<file path="src/sv/hsv2rgb_pkg.sv">
// Shared types and constants for the HSV to RGB pixel converter.
package hsv2rgb_pkg;

    // Hue scale: 1/64 degree per step
    localparam logic [12:0] HUE_PER_SECTOR = 13'd3840;
    localparam logic [14:0] HUE_FULL       = 15'd23040;

    // floor(n / 15) = (n * RECIP_15) >> 16 for n below 4096
    localparam logic [12:0] RECIP_15 = 13'd4370;

    // Sector codes, one per 60 degrees
    localparam logic [2:0] SECTOR_0 = 3'd0;
    localparam logic [2:0] SECTOR_1 = 3'd1;
    localparam logic [2:0] SECTOR_2 = 3'd2;
    localparam logic [2:0] SECTOR_3 = 3'd3;
    localparam logic [2:0] SECTOR_4 = 3'd4;
    localparam logic [2:0] SECTOR_5 = 3'd5;

    // Input item
    typedef struct packed {
        logic [14:0] hue;
        logic        hue_undefined;
        logic [7:0]  saturation;
        logic [7:0]  brightness;
    } hsv_item_t;

    // Result item
    typedef struct packed {
        logic [7:0] red;
        logic [7:0] green;
        logic [7:0] blue;
    } rgb_item_t;

    // Decode stage output: chroma, offset and hue weight
    typedef struct packed {
        logic        valid;
        logic        grey;
        logic [2:0]  sector;
        logic [11:0] weight;
        logic [7:0]  chroma;
        logic [7:0]  offset;
    } chroma_t;

    // Interpolation stage output: all three channel components
    typedef struct packed {
        logic        valid;
        logic        grey;
        logic [2:0]  sector;
        logic [7:0]  chroma;
        logic [7:0]  offset;
        logic [7:0]  inter;
    } mix_t;

endpackage

</file>
<file path="src/sv/hsv_to_rgb_pixel_converter.sv">
// HSV to RGB pixel converter top level: five-stage pipeline.
//
// Usage:
//   Drive an HSV item on pixel and raise start for one cycle per item.
//   An item is taken at every rising edge where start is high and busy is
//   low; busy stays low, so a new item may enter in every cycle.
//   Each result appears on result for exactly one cycle with done high,
//   once the item has passed all five register stages; results come
//   out in input order.
//   Throughput is one item per clock; the five register stages are
//   sector decode and v*s, divide by 255, chroma times hue weight,
//   reciprocal multiply for the divide by 3840, channel routing.
//   The receiver cannot stall: it must take each result in its done cycle.
//   Reset (rst_n low) clears all stage valid bits, so no done strobe comes
//   out for items in flight at reset; payload registers are not cleared.
module hsv_to_rgb_pixel_converter (
    input  logic                   clk,
    input  logic                   rst_n,
    input  logic                   start,
    output logic                   busy,
    input  hsv2rgb_pkg::hsv_item_t pixel,
    output logic                   done,
    output hsv2rgb_pkg::rgb_item_t result
);
    import hsv2rgb_pkg::*;

    chroma_t chroma_bus;
    mix_t    mix_bus;
    logic    accept;

    // Pipeline never holds off the source
    assign busy   = 1'b0;
    assign accept = start && !busy;

    hsv2rgb_decode u_decode (
        .clk     (clk),
        .rst_n   (rst_n),
        .valid   (accept),
        .pixel   (pixel),
        .decoded (chroma_bus)
    );

    hsv2rgb_interp u_interp (
        .clk     (clk),
        .rst_n   (rst_n),
        .decoded (chroma_bus),
        .mixed   (mix_bus)
    );

    hsv2rgb_mix u_mix (
        .clk    (clk),
        .rst_n  (rst_n),
        .mixed  (mix_bus),
        .done   (done),
        .result (result)
    );

endmodule

</file>
<file path="src/sv/hsv2rgb_decode.sv">
// Hue sector decode and chroma computation, two pipeline stages.
module hsv2rgb_decode (
    input  logic                   clk,
    input  logic                   rst_n,
    input  logic                   valid,
    input  hsv2rgb_pkg::hsv_item_t pixel,
    output hsv2rgb_pkg::chroma_t   decoded
);
    import hsv2rgb_pkg::*;

    // Stage 1 registers
    logic        s1_valid_reg;
    logic        s1_grey_reg;
    logic [2:0]  s1_sector_reg;
    logic [11:0] s1_frac_reg;
    logic [15:0] s1_prod_reg;
    logic [7:0]  s1_bright_reg;

    logic        s1_grey_next;
    logic [2:0]  s1_sector_next;
    logic [11:0] s1_frac_next;
    logic [15:0] s1_prod_next;
    logic [14:0] hue_eff;
    logic [14:0] sector_base;
    logic [14:0] frac_full;

    // Stage 2 registers
    logic        s2_valid_reg;
    logic        s2_grey_reg;
    logic [2:0]  s2_sector_reg;
    logic [11:0] s2_weight_reg;
    logic [7:0]  s2_chroma_reg;
    logic [7:0]  s2_offset_reg;

    logic [11:0] s2_weight_next;
    logic [7:0]  s2_chroma_next;
    logic [7:0]  s2_offset_next;
    logic [16:0] div_sum;

    // Fold a full turn to zero, find the sector by compares
    always_comb
    begin
        hue_eff      = (pixel.hue == HUE_FULL) ? 15'd0 : pixel.hue;
        s1_grey_next = pixel.hue_undefined || (pixel.hue > HUE_FULL);
        if (hue_eff >= 15'(5 * HUE_PER_SECTOR))
        begin
            s1_sector_next = SECTOR_5;
            sector_base    = 15'(5 * HUE_PER_SECTOR);
        end
        else if (hue_eff >= 15'(4 * HUE_PER_SECTOR))
        begin
            s1_sector_next = SECTOR_4;
            sector_base    = 15'(4 * HUE_PER_SECTOR);
        end
        else if (hue_eff >= 15'(3 * HUE_PER_SECTOR))
        begin
            s1_sector_next = SECTOR_3;
            sector_base    = 15'(3 * HUE_PER_SECTOR);
        end
        else if (hue_eff >= 15'(2 * HUE_PER_SECTOR))
        begin
            s1_sector_next = SECTOR_2;
            sector_base    = 15'(2 * HUE_PER_SECTOR);
        end
        else if (hue_eff >= 15'(HUE_PER_SECTOR))
        begin
            s1_sector_next = SECTOR_1;
            sector_base    = 15'(HUE_PER_SECTOR);
        end
        else
        begin
            s1_sector_next = SECTOR_0;
            sector_base    = 15'd0;
        end
        frac_full    = hue_eff - sector_base;
        s1_frac_next = frac_full[11:0];
        s1_prod_next = {8'd0, pixel.brightness} * {8'd0, pixel.saturation};
    end

    // Divide by 255 exactly, mirror the weight in odd sectors
    always_comb
    begin
        div_sum        = {1'b0, s1_prod_reg} + {9'd0, s1_prod_reg[15:8]} + 17'd1;
        s2_chroma_next = div_sum[15:8];
        s2_offset_next = s1_bright_reg - s2_chroma_next;
        if (s1_sector_reg[0])
        begin
            s2_weight_next = 12'(HUE_PER_SECTOR) - s1_frac_reg;
        end
        else
        begin
            s2_weight_next = s1_frac_reg;
        end
    end

    // Advance valid bits
    always_ff @(posedge clk or negedge rst_n)
    begin
        if (!rst_n)
        begin
            s1_valid_reg <= 1'b0;
            s2_valid_reg <= 1'b0;
        end
        else
        begin
            s1_valid_reg <= valid;
            s2_valid_reg <= s1_valid_reg;
        end
    end

    // Advance payload
    always_ff @(posedge clk)
    begin
        s1_grey_reg   <= s1_grey_next;
        s1_sector_reg <= s1_sector_next;
        s1_frac_reg   <= s1_frac_next;
        s1_prod_reg   <= s1_prod_next;
        s1_bright_reg <= pixel.brightness;
        s2_grey_reg   <= s1_grey_reg;
        s2_sector_reg <= s1_sector_reg;
        s2_weight_reg <= s2_weight_next;
        s2_chroma_reg <= s2_chroma_next;
        s2_offset_reg <= s2_offset_next;
    end

    assign decoded.valid  = s2_valid_reg;
    assign decoded.grey   = s2_grey_reg;
    assign decoded.sector = s2_sector_reg;
    assign decoded.weight = s2_weight_reg;
    assign decoded.chroma = s2_chroma_reg;
    assign decoded.offset = s2_offset_reg;

endmodule

</file>
<file path="src/sv/hsv2rgb_interp.sv">
// Intermediate component x = chroma * weight / 3840, two pipeline stages.
module hsv2rgb_interp (
    input  logic                 clk,
    input  logic                 rst_n,
    input  hsv2rgb_pkg::chroma_t decoded,
    output hsv2rgb_pkg::mix_t    mixed
);
    import hsv2rgb_pkg::*;

    // Stage 3 registers
    logic        s3_valid_reg;
    logic        s3_grey_reg;
    logic [2:0]  s3_sector_reg;
    logic [7:0]  s3_chroma_reg;
    logic [7:0]  s3_offset_reg;
    logic [19:0] s3_prod_reg;
    logic [19:0] s3_prod_next;

    // Stage 4 registers
    logic        s4_valid_reg;
    logic        s4_grey_reg;
    logic [2:0]  s4_sector_reg;
    logic [7:0]  s4_chroma_reg;
    logic [7:0]  s4_offset_reg;
    logic [7:0]  s4_inter_reg;
    logic [7:0]  s4_inter_next;
    logic [24:0] recip_prod;

    // Scale chroma by the hue weight
    assign s3_prod_next = {12'd0, decoded.chroma} * {8'd0, decoded.weight};

    // Divide by 3840: drop 8 bits, then multiply by the reciprocal of 15
    always_comb
    begin
        recip_prod    = {13'd0, s3_prod_reg[19:8]} * {12'd0, RECIP_15};
        s4_inter_next = recip_prod[23:16];
    end

    // Advance valid bits
    always_ff @(posedge clk or negedge rst_n)
    begin
        if (!rst_n)
        begin
            s3_valid_reg <= 1'b0;
            s4_valid_reg <= 1'b0;
        end
        else
        begin
            s3_valid_reg <= decoded.valid;
            s4_valid_reg <= s3_valid_reg;
        end
    end

    // Advance payload
    always_ff @(posedge clk)
    begin
        s3_grey_reg   <= decoded.grey;
        s3_sector_reg <= decoded.sector;
        s3_chroma_reg <= decoded.chroma;
        s3_offset_reg <= decoded.offset;
        s3_prod_reg   <= s3_prod_next;
        s4_grey_reg   <= s3_grey_reg;
        s4_sector_reg <= s3_sector_reg;
        s4_chroma_reg <= s3_chroma_reg;
        s4_offset_reg <= s3_offset_reg;
        s4_inter_reg  <= s4_inter_next;
    end

    assign mixed.valid  = s4_valid_reg;
    assign mixed.grey   = s4_grey_reg;
    assign mixed.sector = s4_sector_reg;
    assign mixed.chroma = s4_chroma_reg;
    assign mixed.offset = s4_offset_reg;
    assign mixed.inter  = s4_inter_reg;

endmodule

</file>
<file path="src/sv/hsv2rgb_mix.sv">
// Channel assignment by sector and grey offset, output register stage.
module hsv2rgb_mix (
    input  logic                   clk,
    input  logic                   rst_n,
    input  hsv2rgb_pkg::mix_t      mixed,
    output logic                   done,
    output hsv2rgb_pkg::rgb_item_t result
);
    import hsv2rgb_pkg::*;

    logic      done_reg;
    rgb_item_t result_reg;
    rgb_item_t result_next;
    logic [7:0] r_comp;
    logic [7:0] g_comp;
    logic [7:0] b_comp;

    // Route chroma and the intermediate to channels, then add the offset
    always_comb
    begin
        r_comp = 8'd0;
        g_comp = 8'd0;
        b_comp = 8'd0;
        if (!mixed.grey)
        begin
            case (mixed.sector)
                SECTOR_0:
                begin
                    r_comp = mixed.chroma;
                    g_comp = mixed.inter;
                end
                SECTOR_1:
                begin
                    r_comp = mixed.inter;
                    g_comp = mixed.chroma;
                end
                SECTOR_2:
                begin
                    g_comp = mixed.chroma;
                    b_comp = mixed.inter;
                end
                SECTOR_3:
                begin
                    g_comp = mixed.inter;
                    b_comp = mixed.chroma;
                end
                SECTOR_4:
                begin
                    r_comp = mixed.inter;
                    b_comp = mixed.chroma;
                end
                default:
                begin
                    r_comp = mixed.chroma;
                    b_comp = mixed.inter;
                end
            endcase
        end
        result_next.red   = r_comp + mixed.offset;
        result_next.green = g_comp + mixed.offset;
        result_next.blue  = b_comp + mixed.offset;
    end

    // Hold the strobe for one cycle per item
    always_ff @(posedge clk or negedge rst_n)
    begin
        if (!rst_n)
        begin
            done_reg <= 1'b0;
        end
        else
        begin
            done_reg <= mixed.valid;
        end
    end

    always_ff @(posedge clk)
    begin
        result_reg <= result_next;
    end

    assign done   = done_reg;
    assign result = result_reg;

`ifndef NO_ASSERTIONS
    // Grey item gives three equal channels
    assert property (@(posedge clk) disable iff (!rst_n)
        mixed.valid && mixed.grey |=>
            (result.red == result.green) && (result.green == result.blue))
        else $error("grey item produced unequal channels");

    // Colored item has one channel at chroma plus offset
    assert property (@(posedge clk) disable iff (!rst_n)
        mixed.valid && !mixed.grey |=>
            (result.red == 8'($past(mixed.chroma) + $past(mixed.offset))) ||
            (result.green == 8'($past(mixed.chroma) + $past(mixed.offset))) ||
            (result.blue == 8'($past(mixed.chroma) + $past(mixed.offset))))
        else $error("no channel carries the chroma");

    // Colored item has one channel at the bare offset
    assert property (@(posedge clk) disable iff (!rst_n)
        mixed.valid && !mixed.grey |=>
            (result.red == $past(mixed.offset)) ||
            (result.green == $past(mixed.offset)) ||
            (result.blue == $past(mixed.offset)))
        else $error("no channel at the grey offset");

    // Intermediate never exceeds chroma on a colored item
    assert property (@(posedge clk) disable iff (!rst_n)
        mixed.valid && !mixed.grey |-> mixed.inter <= mixed.chroma)
        else $error("intermediate above chroma");
`endif

endmodule

</file>
<file path="config.mk">
export PLATFORM = sky130hd
export DESIGN_NAME = hsv_to_rgb_pixel_converter
export DESIGN_NICKNAME = d
export VERILOG_FILES = /design/src/sv/hsv2rgb_pkg.sv /design/src/sv/hsv_to_rgb_pixel_converter.sv /design/src/sv/hsv2rgb_decode.sv /design/src/sv/hsv2rgb_interp.sv /design/src/sv/hsv2rgb_mix.sv
export SDC_FILE = /design/constraint.sdc
export NUM_CORES = 1
export LEC_CHECK = 0
export ABC_AREA = 1
export BUFFER_PORTS_ARGS = -buffer_cell sky130_fd_sc_hd__clkbuf_2
export CORE_ASPECT_RATIO = 0.8
export CORE_UTILIZATION = 45
export CTS_BUF_LIST = sky130_fd_sc_hd__clkbuf_2 sky130_fd_sc_hd__clkbuf_4 sky130_fd_sc_hd__clkbuf_8
export DETAILED_ROUTE_END_ITERATION = 10
export GPL_ROUTABILITY_DRIVEN = 1
export GPL_TIMING_DRIVEN = 0
export PLACE_DENSITY = 0.58
export SLEW_MARGIN = 25
export SYNTH_ARGS = -nofsm -noshare
export SYNTH_HDL_FRONTEND = slang
export SYNTH_HIERARCHICAL = 1
export SYNTH_SLANG_ARGS = --single-unit
</file>
<file path="constraint.sdc">
create_clock -name clk -period 6.8 [get_ports clk]
set_clock_uncertainty 0.1 [all_clocks]
set_input_delay 1.02 -clock clk [delete_from_list [all_inputs] [get_ports clk]]
set_output_delay 1.02 -clock clk [all_outputs]
set_load 0.02 [all_outputs]
</file>
# Word level (Yosys, flattened, before mapping)
# Index checks and enable logic that the tools add are counted.
[word_totals] regBits=169 input_bits=35 elab_cells=77
[classes] addsub=8 multipliers=3 magnitude_cmp=6 n_eq_ne=5 mux=17 reduce_logical=9
[op_table] operator="12-bit two-way mux" count=6
[op_table] operator="8-bit case mux with 2 select lines" count=3
[op_table] operator="15-bit by 14-bit >= comparator with 1-bit output, second input constant" count=2
[op_table] operator="8-bit adder" count=3
[op_table] operator="8-bit two-way mux" count=3
[op_table] operator="12-bit by 12-bit multiplier with 23-bit output, second input constant" count=1
[op_table] operator="8-bit by 12-bit multiplier with 20-bit output" count=1
[op_table] operator="16-bit by 1-bit adder with 16-bit output, second input constant" count=1
[op_table] operator="16-bit by 8-bit adder with 16-bit output" count=1
[op_table] operator="8-bit by 8-bit multiplier with 16-bit output" count=1
[op_table] operator="15-bit equality test, second input constant" count=1
[op_table] operator="15-bit by 12-bit >= comparator with 1-bit output, second input constant" count=1
[op_table] operator="15-bit by 13-bit >= comparator with 1-bit output, second input constant" count=1
[op_table] operator="15-bit >= comparator, second input constant" count=1
[op_table] operator="15-bit > comparator, second input constant" count=1
[op_table] operator="15-bit two-way mux" count=1
[op_table] operator="2-bit OR reduction" count=7
[op_table] operator="12-bit subtractor" count=1
[op_table] operator="12-bit subtractor, first input constant" count=1
[op_table] operator="8-bit subtractor" count=1
[op_table] operator="3-bit by 2-bit equality test with 1-bit output, second input constant" count=2
[op_table] operator="3-bit two-way mux" count=2
[op_table] operator="3-bit by 1-bit equality test with 1-bit output, second input constant" count=1
[op_table] operator="3-bit equality test, second input constant" count=1
[op_table] operator="other kinds (3)" count=4

# Longest topological paths before layout
# Gate-level depths: netlist (run 1).
[logic_depth] word_depth=9 depth_mapped=21 ltp_nobuf=20

# By module
# Netlist (run 1), hierarchy kept.
[by_module_without_submodules] mod="hsv2rgb_interp" n_inst=1 cells_each=784 area_each_um2=6114.6 seq_area_each_um2=1251.2
[by_module_without_submodules] mod="hsv2rgb_decode" n_inst=1 cells_each=605 area_each_um2=4922.2 seq_area_each_um2=1491.4
[by_module_without_submodules] mod="hsv2rgb_mix" n_inst=1 cells_each=258 area_each_um2=1825.5 seq_area_each_um2=505.5
[by_module_without_submodules] mod="hsv_to_rgb_pixel_converter" n_inst=1 cells_each=2 area_each_um2=11.3 seq_area_each_um2=0.0

# Worst setup path after synthesis (run 1)
# No wires, ideal clock.
[synth_timing] path_kind="input-to-reg" start="input pixel[15] in the netlist's numbering" end="register u_decode.s1_prod_reg[14]" arrival_time_ns=4.749 required_ns=6.577 setup_slack_ns=1.828 path_stages=19 n_path_buf=1 cell_sequence="clkbuf_1 nand2_1 fa_1 fa_1 inv_1 fa_1 inv_1 fa_1 inv_1 ha_1 a21oi_1 o21ai_1 a21oi_1 o21ai_1 nand2_1 nand2_1 nand2_1 a21oi_1 xor2_1"
[synth_between] elab_chain_len=1
[synth_rtl] element="from (decl)" line_no="hsv_to_rgb_pixel_converter.sv:21" text="input hsv2rgb_pkg::hsv_item_t pixel,"
[synth_rtl] element="8-bit by 8-bit multiplier with 16-bit output" line_no="hsv2rgb_decode.sv:77" text="s1_prod_next = {8'd0, pixel.brightness} * {8'd0, pixel.saturation};"
[synth_rtl] element="named net u_decode.s1_prod_next[14]" line_no="hsv2rgb_decode.sv:22" text="logic [15:0] s1_prod_next;"
[synth_rtl] element="to (signal assigned)" line_no="hsv2rgb_decode.sv:117" text="s1_prod_reg <= s1_prod_next;"
[synth_rtl] element="to (decl)" line_no="hsv2rgb_decode.sv:16" text="logic [15:0] s1_prod_reg;"
# The timed path passes the listed nets, and every way through them passes these cells.
# A chain may end at the register's enable or synchronous reset.

# Final worst setup path (run 1)
[layout_timing] start="input pixel[0] in the netlist's numbering" end="register u_decode.s1_prod_reg[14]"
# Same word-level chain as after synthesis.

==> results.txt, run 1 <==
----------------------------------------------------
[Layout]
  Area of all placed cells without fillers ... around 14000 um^2
  Max reg flops ... 24
  Signed area change from the synthesized netlist to the final layout ... 8.912%
  Storage cell area ... 3248 um^2
  Layout cells sized above 1 ... 7.621%
  Diode insertion count for antenna repair ... 0
  Number of filler cells placed in the layout ... 2734
  Footprint of the multi-input gates ... 7954 um^2
  Net count of the finished layout ... approximately 2000

[Synth]
  Area share of the largest cell type after synthesis ... 24.26%
  Predominant post-synthesis flop cell ... sky130_fd_sc_hd__dfxtp_1
  Syn Std Cell Area ... 12870 um^2
  Total number of yosys warnings ... 6
  Synth Register Bits ... 161
  Most used standard cell by instance count after synthesis ... sky130_fd_sc_hd__nand2_1
  Fraction of registers with async set/reset ... 3.106%
  EDFF count, synth ... 0
  Ranking of synthesized cells by area ... sky130_fd_sc_hd__dfxtp_1 24%, sky130_fd_sc_hd__ha_1 17%, sky130_fd_sc_hd__fa_1 16%, sky130_fd_sc_hd__nand2_1 11%, sky130_fd_sc_hd__inv_1 11%
  Post-Synthesis Net Count ... 1962
  Most frequent cells after synthesis ... 383 x sky130_fd_sc_hd__nand2_1, 380 x sky130_fd_sc_hd__inv_1, 172 x sky130_fd_sc_hd__ha_1, 156 x sky130_fd_sc_hd__dfxtp_1, 106 x sky130_fd_sc_hd__fa_1
  Post-synthesis area per instance ... between 7 and 8 um^2
  Cell accounting for the most synthesized area ... sky130_fd_sc_hd__dfxtp_1
  Sequential-to-total area share from yosys stat ... 25.23%
  Distinct cells, synth ... 42
  Mapped Cells ... 1649

[Placed design]
  Post-DP HPWL ... 21650 um
  Area of placed instances ... 13580 um^2
  Final estimated routing congestion in global placement ... roughly 0.93
  Number of I/O port buffers ... 51

[Setup path]
  Setup slack on the worst flop-to-flop path ... 2.20 ns
  Type of the setup path with the least slack ... input pin to flop
  Required time of the critical path ... 7.04 ns
  Crit-path max FO ... 8
  Reg2reg path depth ... 18
  Endpoint class of the critical path ... flop
  Origin of the critical flop-to-flop path ... u_decode/s2_chroma_reg[3]
  Worst path arrival time ... approximately 5.2 ns
  Critical path startpoint category ... input pin
  R2R Path End ... u_interp/s3_prod_reg[19]

[Floorplan]
  Starting density of the core ... 46.47%
  Die Ht ... around 150 um
  Rows ... 54
  Num ports ... 61
  Floorplan Core Area ... roughly 28000 um^2
  Die Outline Area ... slightly below 30000 um^2
  DIE WIDTH ... 191.1 um

[Clocking]
  Clock Path Buffers ... 2
  Number of hold-repair buffers added at the cts stage ... 0
  Number of sinks driven by the clock tree ... 161
  TritonCTS clock tree ... built
  Library cell used as clock root buffer ... sky130_fd_sc_hd__clkbuf_8
  Postcts setup bufs ... 0
  Number of gates resized after cts ... 0
  Worst-path clk slew ... approximately 0.11 ns
  Max H-tree Level ... 4
  Clk_lat worst skew ... ~0.46 ns
  Number of buffers created by CTS ... 17

[Routing]
  Iteration count of the initial detailed-routing pass ... 6
  Routed len/inst ... 12.21 um
  Post-detailed-route count of antenna-violating nets ... 0
  Final WL ... 25600 um
  First-iteration detailed-routing DRC count ... 510
  Total number of vias ... 9654
  Remaining design rule violation count ... 0
  Ratio of routed vias to standard cells ... 4.606

[Global routing]
  Antenna violations before repair ... 0
  First-pass GRT wire length ... 43540 um
  GRT Resource Usage Total ... 18.42%
  Number of global-route vias before repair ... 9263
  Largest net degree at the start of global routing ... 19
  GRT Residual Overflow ... 0

[Hold path]
  Min-delay src ... u_interp/s3_chroma_reg[2]
  Worst Hold End ... u_interp/s4_chroma_reg[2]
  Worst hold path class ... flop to flop
  Cells on Worst Hold Path ... 0

[Timing]
  Max-slew violation total from the final report ... 0
  Hold slack ... 0.2259 ns
  Unrepaired setup endpoints after global routing ... no
  Final sum of negative setup slack ... 0 ns
  Post-route clock period utilization ... 73.60%
  Max-Slew Margin vs Limit ... 61.23%
  Final Critical Period ... 5.005 ns
  Hold Fails Final Rpt ... 0
  Slew at the pin with the worst max-slew slack ... ~0.58 ns
  Fmax ... 199.8 MHz
  Final setup fails ... 0

[Run status]
  Status ... finished, final reports clean

[Job]
  Reported max-cap violation count ... 0

----------------------------------------------------
## cells by family (layout without fill, tap and decap cells)
logic type	after synthesis	count (layout)	synth area share, %
and+or+nand+nor	575	575	18.54
other	1	1	0.02913
buffers and inverters	439	522	12.98
AOI/OAI and AO/OA	138	138	6.133
adders and majority gates	278	278	33.20
xor gates and xnor gates	57	57	3.878
DFF	161	161	25.23
## layer usage
| metal | part of all wire (%) | vias to the layer above | track usage [%] |
|---|---|---|---|
| met5 | 0 | - | 0 |
| li1 | - | 5128 | - |
| met4 | 0.58 | 0 | 3.250 |
| met2 | 42 | 194 | 28.28 |
| met1 | 53 | 4321 | 27.15 |
| met3 | 4.3 | 11 | 3.192 |
## through the flow
step	instances	setup slack, ns	util [%]
3_5_place_dp	2064	1.313	49.04
2_1_floorplan	1649	1.828	-
6_report	2096	1.795	50.61
4_1_cts	2096	1.809	50.61
5_1_grt	2096	1.448	50.61
3_3_place_gp	2064	1.336	49.04
## area by class of cell
type,instances,area share [%]
clock inverter,14,1.347
timing repair buffer,51,1.820
tap,364,3.248
inverter,387,10.36
buffer,52,1.562
sequential,161,23.17
clock buffer,18,1.767
multi-input combinational,1049,56.73
## cell usage in the layout (no fill, tap or decap), drive strengths merged
master	netlist	layout
nor3	16	16
bufinv	0	1
buf	9	9
and2	2	2
clkbuf	43	112
nor2	73	73
a41oi	1	1
ha	172	172
dfxtp	156	156
o21ai	37	37
clkinv	2	8
conb	1	1
xor2	40	40
a31o	1	1
nand4	9	9
xnor2	17	17
nand3	68	68
a31oi	14	14
o211ai	1	1
a21oi	69	69
fa	106	106
dfrtp	5	5
a211oi	2	2
o21bai	6	6
nand3b	2	2
a21o	2	2
a21boi	1	1
nand2	401	401
inv	385	392
or2	4	4
o21a	4	4
## worst max-delay path by stage
stage	from	end	cells past startpoint
after global routing	pixel[1]	u_decode/s1_prod_reg[15]	19
after detailed placement	pixel[2]	u_decode/s1_prod_reg[15]	19
after floorplan	pixel[15]	u_decode/s1_prod_reg[14]	19
after CTS	pixel[2]	u_decode/s1_prod_reg[15]	19
after global placement	pixel[5]	u_decode/s1_prod_reg[15]	19
final	pixel[0]	u_decode/s1_prod_reg[14]	20
## critical path, stage by stage
cell,delay (ns)
sky130_fd_sc_hd__clkbuf_2,0.09
sky130_fd_sc_hd__clkbuf_1,0.38
sky130_fd_sc_hd__nand2_1,0.15
sky130_fd_sc_hd__fa_1,0.54
sky130_fd_sc_hd__fa_1,0.54
sky130_fd_sc_hd__inv_1,0.06
sky130_fd_sc_hd__fa_1,0.52
sky130_fd_sc_hd__inv_1,0.05
sky130_fd_sc_hd__fa_1,0.52
sky130_fd_sc_hd__inv_1,0.04
sky130_fd_sc_hd__ha_1,0.36
sky130_fd_sc_hd__a21oi_1,0.20
sky130_fd_sc_hd__o21ai_1,0.08
sky130_fd_sc_hd__a21oi_1,0.20
sky130_fd_sc_hd__o21ai_1,0.11
sky130_fd_sc_hd__nand2_1,0.07
sky130_fd_sc_hd__nand2_1,0.05
sky130_fd_sc_hd__nand2_1,0.05
sky130_fd_sc_hd__a21oi_1,0.07
sky130_fd_sc_hd__xor2_1,0.14
Power of run 1 is not shown: default switching activity piles up to over one toggle a cycle in this logic, so the estimate is an artifact.
==> run 2, diff against run 1 <==
==> constraint.sdc (replaced) <==
create_clock -name clk -period 5.24 [get_ports clk]
set_clock_uncertainty 0.1 [all_clocks]
set_input_delay 0.786 -clock clk [delete_from_list [all_inputs] [get_ports clk]]
set_output_delay 0.786 -clock clk [all_outputs]
set_load 0.02 [all_outputs]
==> run 2 against run 1 <==
Compared with the run above:
- routed wire length is 0.11% higher
- sequential cell count stayed put
- count of clock-buffer cells in the layout stayed put
- critical path depth did not move
- cell area barely moved
- non-clock buffer count rose by 1
- global-route usage stayed put
- hold slack about the same
- utilization hardly changed
- die area is the same
- final cell count about the same
==> results.txt, run 2 (same netlist as run 1, synthesis figures left out) <==
----------------------------------------------------
[Layout]
  Number of filler cells placed in the layout ... 2734 (unchanged)
  Commonest non-fill, non-tap cells in the layout ... 383 x sky130_fd_sc_hd__nand2_1, 380 x sky130_fd_sc_hd__inv_1, 172 x sky130_fd_sc_hd__ha_1, 156 x sky130_fd_sc_hd__dfxtp_1, 106 x sky130_fd_sc_hd__fa_1
  Signed area change from the synthesized netlist to the final layout ... 8.991% (about the same)
  Footprint of the multi-input gates ... 7954 um^2 (unchanged)
  Max reg flops ... 24 (unchanged)
  Layout cells sized above 1 ... 7.617% (about the same)
  Commonest non-fill, non-tap cell in the layout ... sky130_fd_sc_hd__nand2_1
  Post-route non-filler standard cell count ... 2097 (+0.048%)
  Net count of the finished layout ... 2033 (+0.049%)
  Diode insertion count for antenna repair ... 0 (unchanged)
  Area of all placed cells without fillers ... 14030 um^2 (about the same)
  Storage cell area ... 3248 um^2 (unchanged)

[Floorplan]
  DIE WIDTH ... 191.1 um (unchanged)
  Floorplan Core Area ... 27700 um^2 (unchanged)
  Num ports ... 61 (unchanged)
  Die Outline Area ... 29290 um^2 (unchanged)
  Starting density of the core ... 46.47% (unchanged)
  Die Ht ... 153.3 um (unchanged)
  Rows ... 54 (unchanged)

[Setup path]
  Type of the setup path with the least slack ... input pin to flop
  Critical path, cell by cell ... clkbuf_2 > clkbuf_1 > nand2_1 > fa_1 > fa_1 > inv_1 > fa_1 > inv_1 > fa_1 > inv_1 > ha_1 > a21oi_1 > o21ai_1 > a21oi_1 > o21ai_1 > nand2_1 > nand2_1 > nand2_1 > a21oi_1 > xor2_1
  Endpoint class of the critical path ... flop
  Reg2reg path depth ... 18 (unchanged)
  Crit-path max FO ... 8 (unchanged)
  Slowest CP cell ... sky130_fd_sc_hd__fa_1
  Stage delay of the slowest cell on the critical path ... 0.54 ns (about the same)
  Required time of the critical path ... 5.48 ns (-1.56 ns)
  Worst path arrival time ... 5.00 ns (-0.24 ns)
  Critical path startpoint category ... input pin

[Clocking]
  Worst-path clk slew ... 0.09 ns (-0.02 ns)
  Number of buffers created by CTS ... 17 (unchanged)
  Clk_lat worst skew ... 0.46 ns (about the same)
  Library cell used as clock root buffer ... sky130_fd_sc_hd__clkbuf_8
  Number of gates resized after cts ... 0 (unchanged)
  Max H-tree Level ... 4 (unchanged)
  Number of sinks driven by the clock tree ... 161 (unchanged)
  Clock Path Buffers ... 2 (unchanged)
  TritonCTS clock tree ... built
  Postcts setup bufs ... 0 (unchanged)

[Timing]
  Unrepaired setup endpoints after global routing ... no
  Hold Fails Final Rpt ... 0 (unchanged)
  Max-Slew Margin vs Limit ... 62.43% (+1.2 points)
  Slew at the pin with the worst max-slew slack ... 0.5636 ns (-0.01792 ns)
  Max-slew violation total from the final report ... 0 (unchanged)
  Final Critical Period ... 4.767 ns
  Fmax ... 209.8 MHz
  Post-route clock period utilization ... 90.97%
  Final setup fails ... 0 (unchanged)

[Routing]
  Final WL ... 25630 um (+0.11%)
  Remaining design rule violation count ... 0 (unchanged)
  Total number of vias ... 9655 (+0.010%)
  Routed len/inst ... 12.22 um (about the same)
  Routed met2 length ... 10890 um (+0.12%)
  Highest routed layer ... met4
  Post-detailed-route count of antenna-violating nets ... 0 (unchanged)
  First-iteration detailed-routing DRC count ... 459 (-10%)
  Iteration count of the initial detailed-routing pass ... 5 (-1)
  Routed metal-1 wirelength ... 13580 um (+0.70%)
  Total met3 wirelength after detailed routing ... 1011 um (-7.2%)
  Ratio of routed vias to standard cells ... 4.604 (about the same)

[Global routing]
  GRT Resource Usage Total ... 18.42% (unchanged)
  GRT Residual Overflow ... 0 (unchanged)
  Largest net degree at the start of global routing ... 19 (unchanged)
  Antenna violations before repair ... 0 (unchanged)
  First-pass GRT wire length ... 43540 um (unchanged)
  Number of global-route vias before repair ... 9263 (unchanged)

[Placed design]
  Number of I/O port buffers ... 51 (unchanged)
  Area of placed instances ... 13580 um^2 (unchanged)
  Cell count after placement ... 2064 (unchanged)
  Final estimated routing congestion in global placement ... 0.9323 (unchanged)
  Post-DP HPWL ... 21650 um (unchanged)

[Job]
  Reported max-cap violation count ... 0 (unchanged)

[Hold path]
  Cells on Worst Hold Path ... 0 (unchanged)
  Worst hold path class ... flop to flop

[Run status]
  Status ... finished, final reports clean

----------------------------------------------------
[run 2: per-stage QoR]
stage	hold WS [ns]	TNS, ns	util, %	setup WS, ns
2_1_floorplan	0.2096	0	-	0.5015
3_3_place_gp	0.2105	0	49.04	0.009563
3_5_place_dp	0.2121	-0.01322	49.04	-0.01322
4_1_cts	0.2307	0	50.65	0.4834
5_1_grt	0.2337	0	50.65	0.1220
6_report	0.2263	0	50.65	0.4733
[run 2: path summary, 6_finish.rpt]
check | start | slack [ns] | endpoint
min | u_decode/s2_offset_reg[7] | 0.23 | u_interp/s3_offset_reg[7]
max | pixel[0] | 0.47 | u_decode/s1_prod_reg[14]
max in group asynchronous | rst_n | 4.35 | u_interp/s3_valid_reg
min reg2reg | u_decode/s2_offset_reg[7] | 0.23 | u_interp/s3_offset_reg[7]
max reg2reg | u_decode/s2_chroma_reg[4] | 0.64 | u_interp/s3_prod_reg[19]
min in group asynchronous | rst_n | 0.56 | u_decode/s1_valid_reg
[run 2: what timing repair did]
action,in CTS,in global routing
hold endpoints to repair,5,0
hold buffers,1,0
endpoints found under the setup margin,0,0
[run 2: final cells by class]
type / instances / share of cell area, %
timing repair buffer: 52 / 1.890
clock inverter: 14 / 1.347
tap: 364 / 3.246
buffer: 52 / 1.561
sequential: 161 / 23.15
inverter: 387 / 10.35
clock buffer: 18 / 1.766
multi-input combinational: 1049 / 56.69
[run 2: critical path: cells and delay by family]
| kind | cells | cell delay (ns) |
|---|---|---|
| adder cells (fa/ha/maj) | 5 | 2.48 |
| buffers and inverters | 5 | 0.62 |
| AO/OA/AOI/OAI | 5 | 0.65 |
| XOR/XNOR | 1 | 0.14 |
| AND/OR/NAND/NOR | 4 | 0.32 |
[run 2: routing by layer]
layer,global-route usage [%],vias up
li1,-,5129
met1,27.15,4340
met2,28.28,175
met3,3.192,11
met4,3.250,0
met5,0,-
Power of run 2 is left out for the same reason.
